`src/rtl/bhpq_pkg.sv`:
```
// Package for the binary heap priority queue: command and status codes,
// widths and the controller/datapath command and status structs. No dependencies.
package bhpq_pkg;
    localparam int DEFAULT_CAPACITY = 1024;
    localparam int DEFAULT_KEY_BITS = 32;
    localparam int FIELD_KEY_W = 32;
    localparam int COUNT_W = 11;

    localparam logic [1:0] MODE_PUSH    = 2'd0;
    localparam logic [1:0] MODE_POP     = 2'd1;
    localparam logic [1:0] MODE_REPLACE = 2'd2;
    localparam logic [1:0] MODE_CLEAR   = 2'd3;

    localparam logic [1:0] ST_DONE  = 2'd0;
    localparam logic [1:0] ST_EMPTY = 2'd1;
    localparam logic [1:0] ST_FULL  = 2'd2;

    localparam logic [0:0] REG_HEAP_KIND  = 1'd0;
    localparam logic [0:0] REG_KEY_SIGNED = 1'd1;

    // Datapath operations issued by the controller.
    localparam logic [2:0] OP_NONE    = 3'd0;
    localparam logic [2:0] OP_START   = 3'd1; // latch item, apply count, fetch root and last
    localparam logic [2:0] OP_LOAD    = 3'd2; // take removed root and sinking key
    localparam logic [2:0] OP_READ    = 3'd3; // read parent or both children
    localparam logic [2:0] OP_COMPARE = 3'd4; // compare, write one entry, move
    localparam logic [2:0] OP_RDTOP   = 3'd5; // read root for the result
    localparam logic [2:0] OP_FINISH  = 3'd6; // load output register

    typedef struct packed {
        logic [2:0] op;
    } bhpq_cmd_t;

    typedef struct packed {
        logic stop;     // sift finished
    } bhpq_stat_t;
endpackage

```
`src/rtl/bhpq_ctrl.sv`:
```
// Controller state machine of the heap: runs the sift loop and the stream
// handshakes. Depends on bhpq_pkg.
module bhpq_ctrl (
    input  logic                 aclk,
    input  logic                 aresetn,
    input  logic                 s_tvalid,
    output logic                 s_tready,
    output logic                 m_tvalid,
    input  logic                 m_tready,
    output bhpq_pkg::bhpq_cmd_t  cmd,
    input  bhpq_pkg::bhpq_stat_t stat
);
    import bhpq_pkg::*;
    localparam logic [2:0] S_IDLE = 3'd0, S_LOAD = 3'd1, S_RD = 3'd2,
                           S_CMP = 3'd3, S_FIN = 3'd4;
    logic [2:0] state_reg, state_next;
    logic       mvalid_reg, mvalid_next;
    logic       fin;

    assign s_tready = (state_reg == S_IDLE);
    assign m_tvalid = mvalid_reg;
    assign fin = (state_reg == S_FIN) && (!mvalid_reg || m_tready);

    always_comb begin
        state_next = state_reg;
        cmd.op = OP_NONE;
        unique case (state_reg)
            S_IDLE: if (s_tvalid) begin
                cmd.op = OP_START; state_next = S_LOAD;
            end
            S_LOAD: begin
                cmd.op = OP_LOAD; state_next = S_RD;
            end
            S_RD: begin
                if (stat.stop) begin
                    state_next = S_FIN; cmd.op = OP_RDTOP;
                end else begin
                    cmd.op = OP_READ; state_next = S_CMP;
                end
            end
            S_CMP: begin
                cmd.op = OP_COMPARE; state_next = S_RD;
            end
            S_FIN: if (fin) begin
                cmd.op = OP_FINISH; state_next = S_IDLE;
            end
            default: state_next = S_IDLE;
        endcase
        mvalid_next = fin ? 1'b1 : (mvalid_reg && !m_tready);
    end

    always_ff @(posedge aclk) begin
        if (!aresetn) begin
            state_reg  <= S_IDLE;
            mvalid_reg <= 1'b0;
        end else begin
            state_reg  <= state_next;
            mvalid_reg <= mvalid_next;
        end
    end

    a_fin_valid: assert property (@(posedge aclk) disable iff (!aresetn)
        fin |=> m_tvalid) else $error("result not presented");
    a_busy: assert property (@(posedge aclk) disable iff (!aresetn)
        (s_tvalid && s_tready) |=> !s_tready) else $error("accepted while busy");
    a_cmp_from_rd: assert property (@(posedge aclk) disable iff (!aresetn)
        (state_reg == S_CMP) |-> $past(state_reg) == S_RD) else $error("bad sift order");
endmodule

```
`config.mk`:
```
export PLATFORM = sky130hd
export DESIGN_NAME = bhpq_ctrl
export DESIGN_NICKNAME = d
export VERILOG_FILES = /design/src/rtl/bhpq_pkg.sv /design/src/rtl/bhpq_ctrl.sv
export SDC_FILE = /design/constraint.sdc
export NUM_CORES = 1
export LEC_CHECK = 0
export BUFFER_PORTS_ARGS = -buffer_cell sky130_fd_sc_hd__buf_2
export CORE_AREA = 3 3 40 42
export DETAILED_ROUTE_END_ITERATION = 10
export DIE_AREA = 0 0 43 45
export GPL_ROUTABILITY_DRIVEN = 0
export GPL_TIMING_DRIVEN = 0
export PLACE_DENSITY_LB_ADDON = 0.12
export SYNTH_ARGS = -nofsm -noshare
export SYNTH_HDL_FRONTEND = slang
export SYNTH_SLANG_ARGS = --single-unit
```
`constraint.sdc`:
```
create_clock -name aclk -period 2.5 [get_ports aclk]
set_input_delay 0.25 -clock aclk [delete_from_list [all_inputs] [get_ports aclk]]
set_output_delay 0.25 -clock aclk [all_outputs]
set_load 0.03 [all_outputs]
```
Word level (Yosys, flattened, before mapping)
Cells that the tools add are included.
Operators by class
  bitwise gates (word level): 0
  shift operators: 0
  div/mod/pow operators: 0
  $add $sub $neg: 0
  order comparisons: 0
  mux-type cells: 9
  reductions and logical operators: 8
  equality and inequality tests: 6
  multiply operators: 0
Operators by type and width (count)
  $mux W3: 5
  $pmux W3 S5: 1
  $pmux W3 S4: 1
  $eq A3 B2 Y1 const B: 2
  $ne A2 B2 Y1 const B: 2
  $eq A3 B1 Y1 const B: 1
  $eq A3 B3 Y1 const B: 1
  $logic_not A3 Y1: 1
  $logic_and A1 B1 Y1: 2
  $logic_not A1 Y1: 2
  $mux W1: 2
  $reduce_and A2 Y1: 1
  $reduce_or A2 Y1: 1
  $logic_or A1 B1 Y1: 1
Storage, ports and cells
  RAM bits: 0
  flip-flop bits (word level): 4
  word-level logic and storage cells: 25
  bits in latches: 0
  output and inout bits: 5
  memories: 0
  ROM bits: 0
  bits of input ports: 5

Logic depth before layout (Yosys ltp)
Gate-level depths: netlist (run 1).
  depth in word-level cells: 5
  gate-level depth with buffers: 3
  gate-level depth less buffers: 2

Worst setup path before layout (run 1)
OpenSTA, ideal clock, no wires.
  kind: register to output
  start: register state_reg[1]
  end: output cmd[2] (netlist bit)
  cell stages (with the launch flop): 4
  arrival time: 1.310 ns
  data required time: 2.250 ns
  slack: 0.940 ns
  path buffers: 1
  cell sequence: dfxtp_1 > buf_2 > inv_1 > o32ai_1
RTL lines
  start: declaration: line bhpq_ctrl.sv:16  | logic [2:0] state_reg, state_next;
  start signal: assignment: line bhpq_ctrl.sv:57  | state_reg <= state_next;
  end: declaration: line bhpq_ctrl.sv:10  | output bhpq_pkg::bhpq_cmd_t cmd,

==> results of run 1 <==
-- stage by stage --
stage / setup slack, ns / utilization / area (sq um) / power [mW] / hold slack [ns]
finish: 0.782 / 0.272 / 349 / 0.198 / 0.287
global route: 0.719 / 0.272 / 349 / 0.212 / 0.292
CTS: 0.759 / 0.272 / 349 / 0.205 / 0.277
detailed placement: 1.02 / 0.254 / 327 / 0.122 / 0.510
global placement: 1.04 / 0.254 / 327 / 0.121 / 0.487
floorplan: 0.940 / - / 263 / 0.107 / 0.379
-- cell usage in the layout (no fill, tap or decap), drive strengths merged, types with 2 or more instances in the layout --
cell,instances
buf,11
clkbuf,3
dfxtp,4
inv,2
nand2b,3
nor2,2
nor3,2
or3b,2
-- Yosys cell counts, drive strengths merged --
master,number,area (sq um)
dfxtp,4,80.1
nand2b,3,18.8
buf,2,16.3
inv,2,7.51
nor2,2,7.51
nor3,2,10.0
or3b,2,20.0
a21bo,1,10.0
a21boi,1,11.3
a21oi,1,5.00
and3b,1,8.76
nor2b,1,6.26
nor4,1,6.26
nor4bb,1,10.0
o211a,1,10.0
o211ai,1,12.5
o32ai,1,8.76
or4b,1,13.8
-- report_power, final --
group,switching (mW),leakage (nW),internal [mW]
clock network,0.0242,0.0138,0.0535
registers,0.00322,0.0327,0.0674
logic,0.0305,0.125,0.0192
-- metal layers --
layer,track usage,vias up,part of all wire
li1,-,126,-
met1,0.0747,108,0.46
met2,0.0988,6,0.47
met3,0.0478,0,0.071
met4,0.0723,0,0
met5,0,-,0
-- critical path, stage by stage, from the launching register on --
cell and delay (ns):
dfxtp_1 0.29, buf_2 0.18, or4b_4 0.48, o211ai_2 0.07, buf_2 0.21
-- how the worst max path moves through the flow --
stage                            start      to  slack, ns  cells after the start
after floorplan           state_reg[1]  cmd[2]       0.94                      3
after global routing      state_reg[1]  cmd[1]       0.72                      4
after CTS                 state_reg[1]  cmd[1]       0.76                      4
final                     state_reg[1]  cmd[1]       0.78                      4
after global placement    state_reg[1]  cmd[1]       1.04                      4
after detailed placement  state_reg[1]  cmd[1]       1.02                      4
-- cells by family after synthesis --
group,count (synthesis)
compound gates,6
buf+inv,4
simple gates,14
flops,4
-- layout make-up --
cell class,count,area [sq um]
Multi-Input combinational cell,20,159
Timing Repair Buffer,9,45.0
Tap cell,15,18.8
Clock buffer,3,22.5
Fill cell,151,936
Inverter,2,7.51
Buffer,2,16.3
Sequential cell,4,80.1
==> results.cfg, run 1 <==
[clocking]
numCtsBuffers = 3
cts_resized = 0
cts_tree = built
clock_latency_ns = 0.23
h-tree-depth = 1
clk_pin_slew_ns = 0.04
cts_hold_buffers = 0
cts_setup_buffers = 0
clock-root-buffer = clkbuf_4
clock-sinks = 4
cts_buffer_depth = 2

[power]
p_per_area_nw_per_um2 = 568
p_leak_nw = 0.172
ir_drop_v = 0.000151

[critical_path]
r2r-start = state_reg[1]
rrSetupSlack_ns = 1.45
worstPathRequired_ns = 2.25
path_class = reg -> out
cp_max_fo = 10
cp-end-kind = primary output
cp-start-kind = flop
r2r_cells = 3
r2r_end = m_tvalid
crit_arrival_ns = 1.47

[finish]
antenna_cells = 0
largest_reg_flops = 3
areaGrowthSynthToFinish_pct = 32.9
drive_above_1_share = 0.450
nets = 47
stdcell_count = 55

[routing]
drtAntennaViolNets = 0
post_drt_via_cell_ratio = 4.36
post_drt_wl_per_cell_microns = 10.7
dr.first_iter.drc_count = 2
drc = 0
drt_pass1_iterations = 2
wirelength_microns = 589
vias = 240

[logic_synthesis]
synth_cell_type_count = 20
syn-num-nets = 33
synth.area.mux_share = 0
synth.avg_cell_area_sq_um = 9.38
synth_cells = 28
synth_top_family_by_area = simple AND/OR/NAND/NOR gates
synth_seq_area_share = 0.305
synth_xor_area_frac = 0
synth_warnings = 0
synth_simple_gate_area_share = 0.386
synth-compound-area-share = 0.219
syn_area_sq_um = 263
synth_fa_ha_area_frac = 0
ys_ff_latch = 4

[global_routing]
grt_pass1_wl_microns = 952
grt.overflow.total = 0
grtUsageTotal = 0.0733
grt_pass1_vias = 235
grt_max_degree = 11
antenna_found_initial = 0

[placement]
port_buffers = 9
dp_hpwl_microns = 457
placed_cells = 52

[sta]
setup_violations = 0
finalHoldViolations = 0
rsz0062_at_grt = false
clock.fmax_mhz = 582
skew_ns = 0.00163
fin_crit_sh = 0.687
min_period_ns = 1.72
fin_tns_setup_ns = 0
timing.slew.headroom = 0.846
slew_violations = 0
worstMarginPinSlew_ns = 0.229

[die]
row_count = 13
core_sq_um = 1280
start_util = 0.204
num_io_pins = 10
fp.dieH_microns = 45
die_w_microns = 43
dieArea_sq_um = 1940

[hold_path]
hp-class = in -> reg
min_from = aresetn
whs_path_depth = 3
hold_path_end = state_reg[1]

[status]
status = finished, final reports clean

[run]
max_cap_violations = 0
Note: power is estimated with default switching activity, not from simulation.
==> run 2, diff against run 1 <==
Clock period 2.5 ns to 1.5 ns, I/O delays scaled along.
==> results.cfg, run 2 (synthesis results as in run 1) <==
[status]
status = complete, but fails checks
violations = negative setup slack

[clocking]
h-tree-depth = 1
clk_pin_slew_ns = 0.04
cts_buffer_depth = 2
clock-sinks = 4
cts_hold_buffers = 0
clock_latency_ns = 0.23
numCtsBuffers = 3
clock-root-buffer = clkbuf_4
cts_tree = built

[routing]
drt_pass1_iterations = 2
vias = 261
wirelength_microns = 664
drtAntennaViolNets = 0
drc = 0
post_drt_via_cell_ratio = 4.42
post_drt_wl_per_cell_microns = 11.3
dr.first_iter.drc_count = 2

[critical_path]
worstPathRequired_ns = 1.35
r2r-start = state_reg[0]
cp-end-kind = primary output
crit_arrival_ns = 1.35
cp-start-kind = flop
cp_top_family = simple AND/OR/NAND/NOR gates
path_buf_inv = 1
worst_path_max_delay_cell = or4b_4
path_class = reg -> out
cp_max_fo = 7
path_cells = or4b_4 -> o211ai_2 -> buf_6
cpPeakStageDelay_ns = 0.53
crit_path_start = state_reg[0]

[sta]
fin_crit_sh = 1.00
rsz0062_at_grt = true
worstMarginPinSlew_ns = 0.254
slew_violations = 0
clock.fmax_mhz = 666
skew_ns = 0.00219
min_period_ns = 1.50
setup_violations = 1
timing.slew.headroom = 0.829
finalHoldViolations = 0
worst_slack_ns = -0.000444

[die]
row_count = 13
fp.dieH_microns = 45
num_io_pins = 10
core_sq_um = 1280
start_util = 0.204
dieArea_sq_um = 1940
die_w_microns = 43

[power]
power_frac_clock = 0.377
sw_frac_of_total = 0.292
p_per_area_nw_per_um2 = 861
p_total_mw = 0.347
ir_drop_v = 0.000246
p_int_mw = 0.246
combPwrFrac = 0.282
pwr-share-seq = 0.341
switching_power_mw = 0.101
p_leak_nw = 0.198

[finish]
stdcell_count = 59
nets = 51
fillers = 150
areaGrowthSynthToFinish_pct = 53.3
largest_reg_flops = 3
multi_input_area_sq_um = 166
antenna_cells = 0
seq_area_sq_um = 88.8
final_cell_mix = 7 x buf_2, 7 x buf_4, 3 x nand2b_1, 3 x clkbuf_4
drive_above_1_share = 0.591

[placement]
port_buffers = 9
placed_cells = 52
dp_hpwl_microns = 457

[global_routing]
grtUsageTotal = 0.0824
grt_pass1_vias = 255
grt_max_degree = 9
grt.overflow.total = 0
antenna_found_initial = 0
grt_pass1_wl_microns = 1080

[hold_path]
hp-class = in -> reg
min_from = aresetn

[run]
max_cap_violations = 0
run 2: cell count changes in the layout (fill, tap and decap cells not counted), sizes merged:
cell / delta
buf: +4
run 2: worst paths after layout:
kind | end | slack, ns | cells past startpoint
setup / recovery | cmd[1] | -0.0004 | 3
hold / removal | state_reg[1] | 0.18 | 3
setup reg to reg | m_tvalid | 0.40 | 3
hold reg to reg | state_reg[0] | 0.46 | 1
run 2: what timing repair did:
action | CTS | global route
endpoints found under the setup margin | 2 | 2
resized for setup | 6 | 5
pin swaps | 3 | 4
setup buffers | 5 | 1
run 2: cell type report:
type	count	share of cell area
Multi-Input combinational cell	20	0.413
Timing Repair Buffer	15	0.245
Sequential cell	4	0.220
Clock buffer	3	0.0559
Tap cell	15	0.0466
Inverter	2	0.0186
run 2: worst min-delay path: cells and delay by family:
family	cells	cell delay, ns
AND/OR/NAND/NOR	1	0.06
buffers and inverters	1	0.12
AO/OA/AOI/OAI	1	0.04
run 2: power by group through the flow:
stage	logic [mW]	registers, mW	clock network (mW)
4_1_cts	0.102	0.118	0.139
5_1_grt	0.105	0.120	0.145
2_1_floorplan	0.0591	0.119	0
6_report	0.0980	0.118	0.131
3_3_place_gp	0.0823	0.119	0
3_5_place_dp	0.0834	0.119	0
run 2: routing by layer:
| layer | routed length, microns | GRT usage |
|---|---|---|
| met1 | 266 | 0.0843 |
| met2 | 352 | 0.120 |
| met3 | 46 | 0.0478 |
| met4 | 0 | 0.0723 |
| met5 | 0 | 0 |
run 2: stage by stage:
stage | setup slack, ns | hold WS, ns | setup TNS (ns) | util | cell area, sq um
5_1_grt | -0.0441 | 0.182 | -0.0605 | 0.314 | 403
2_1_floorplan | 0.0396 | 0.279 | 0 | - | 263
6_report | -0.000444 | 0.178 | -0.000444 | 0.314 | 403
3_3_place_gp | 0.137 | 0.420 | 0 | 0.254 | 327
4_1_cts | -0.0559 | 0.177 | -0.0742 | 0.318 | 409
3_5_place_dp | 0.115 | 0.421 | 0 | 0.254 | 327
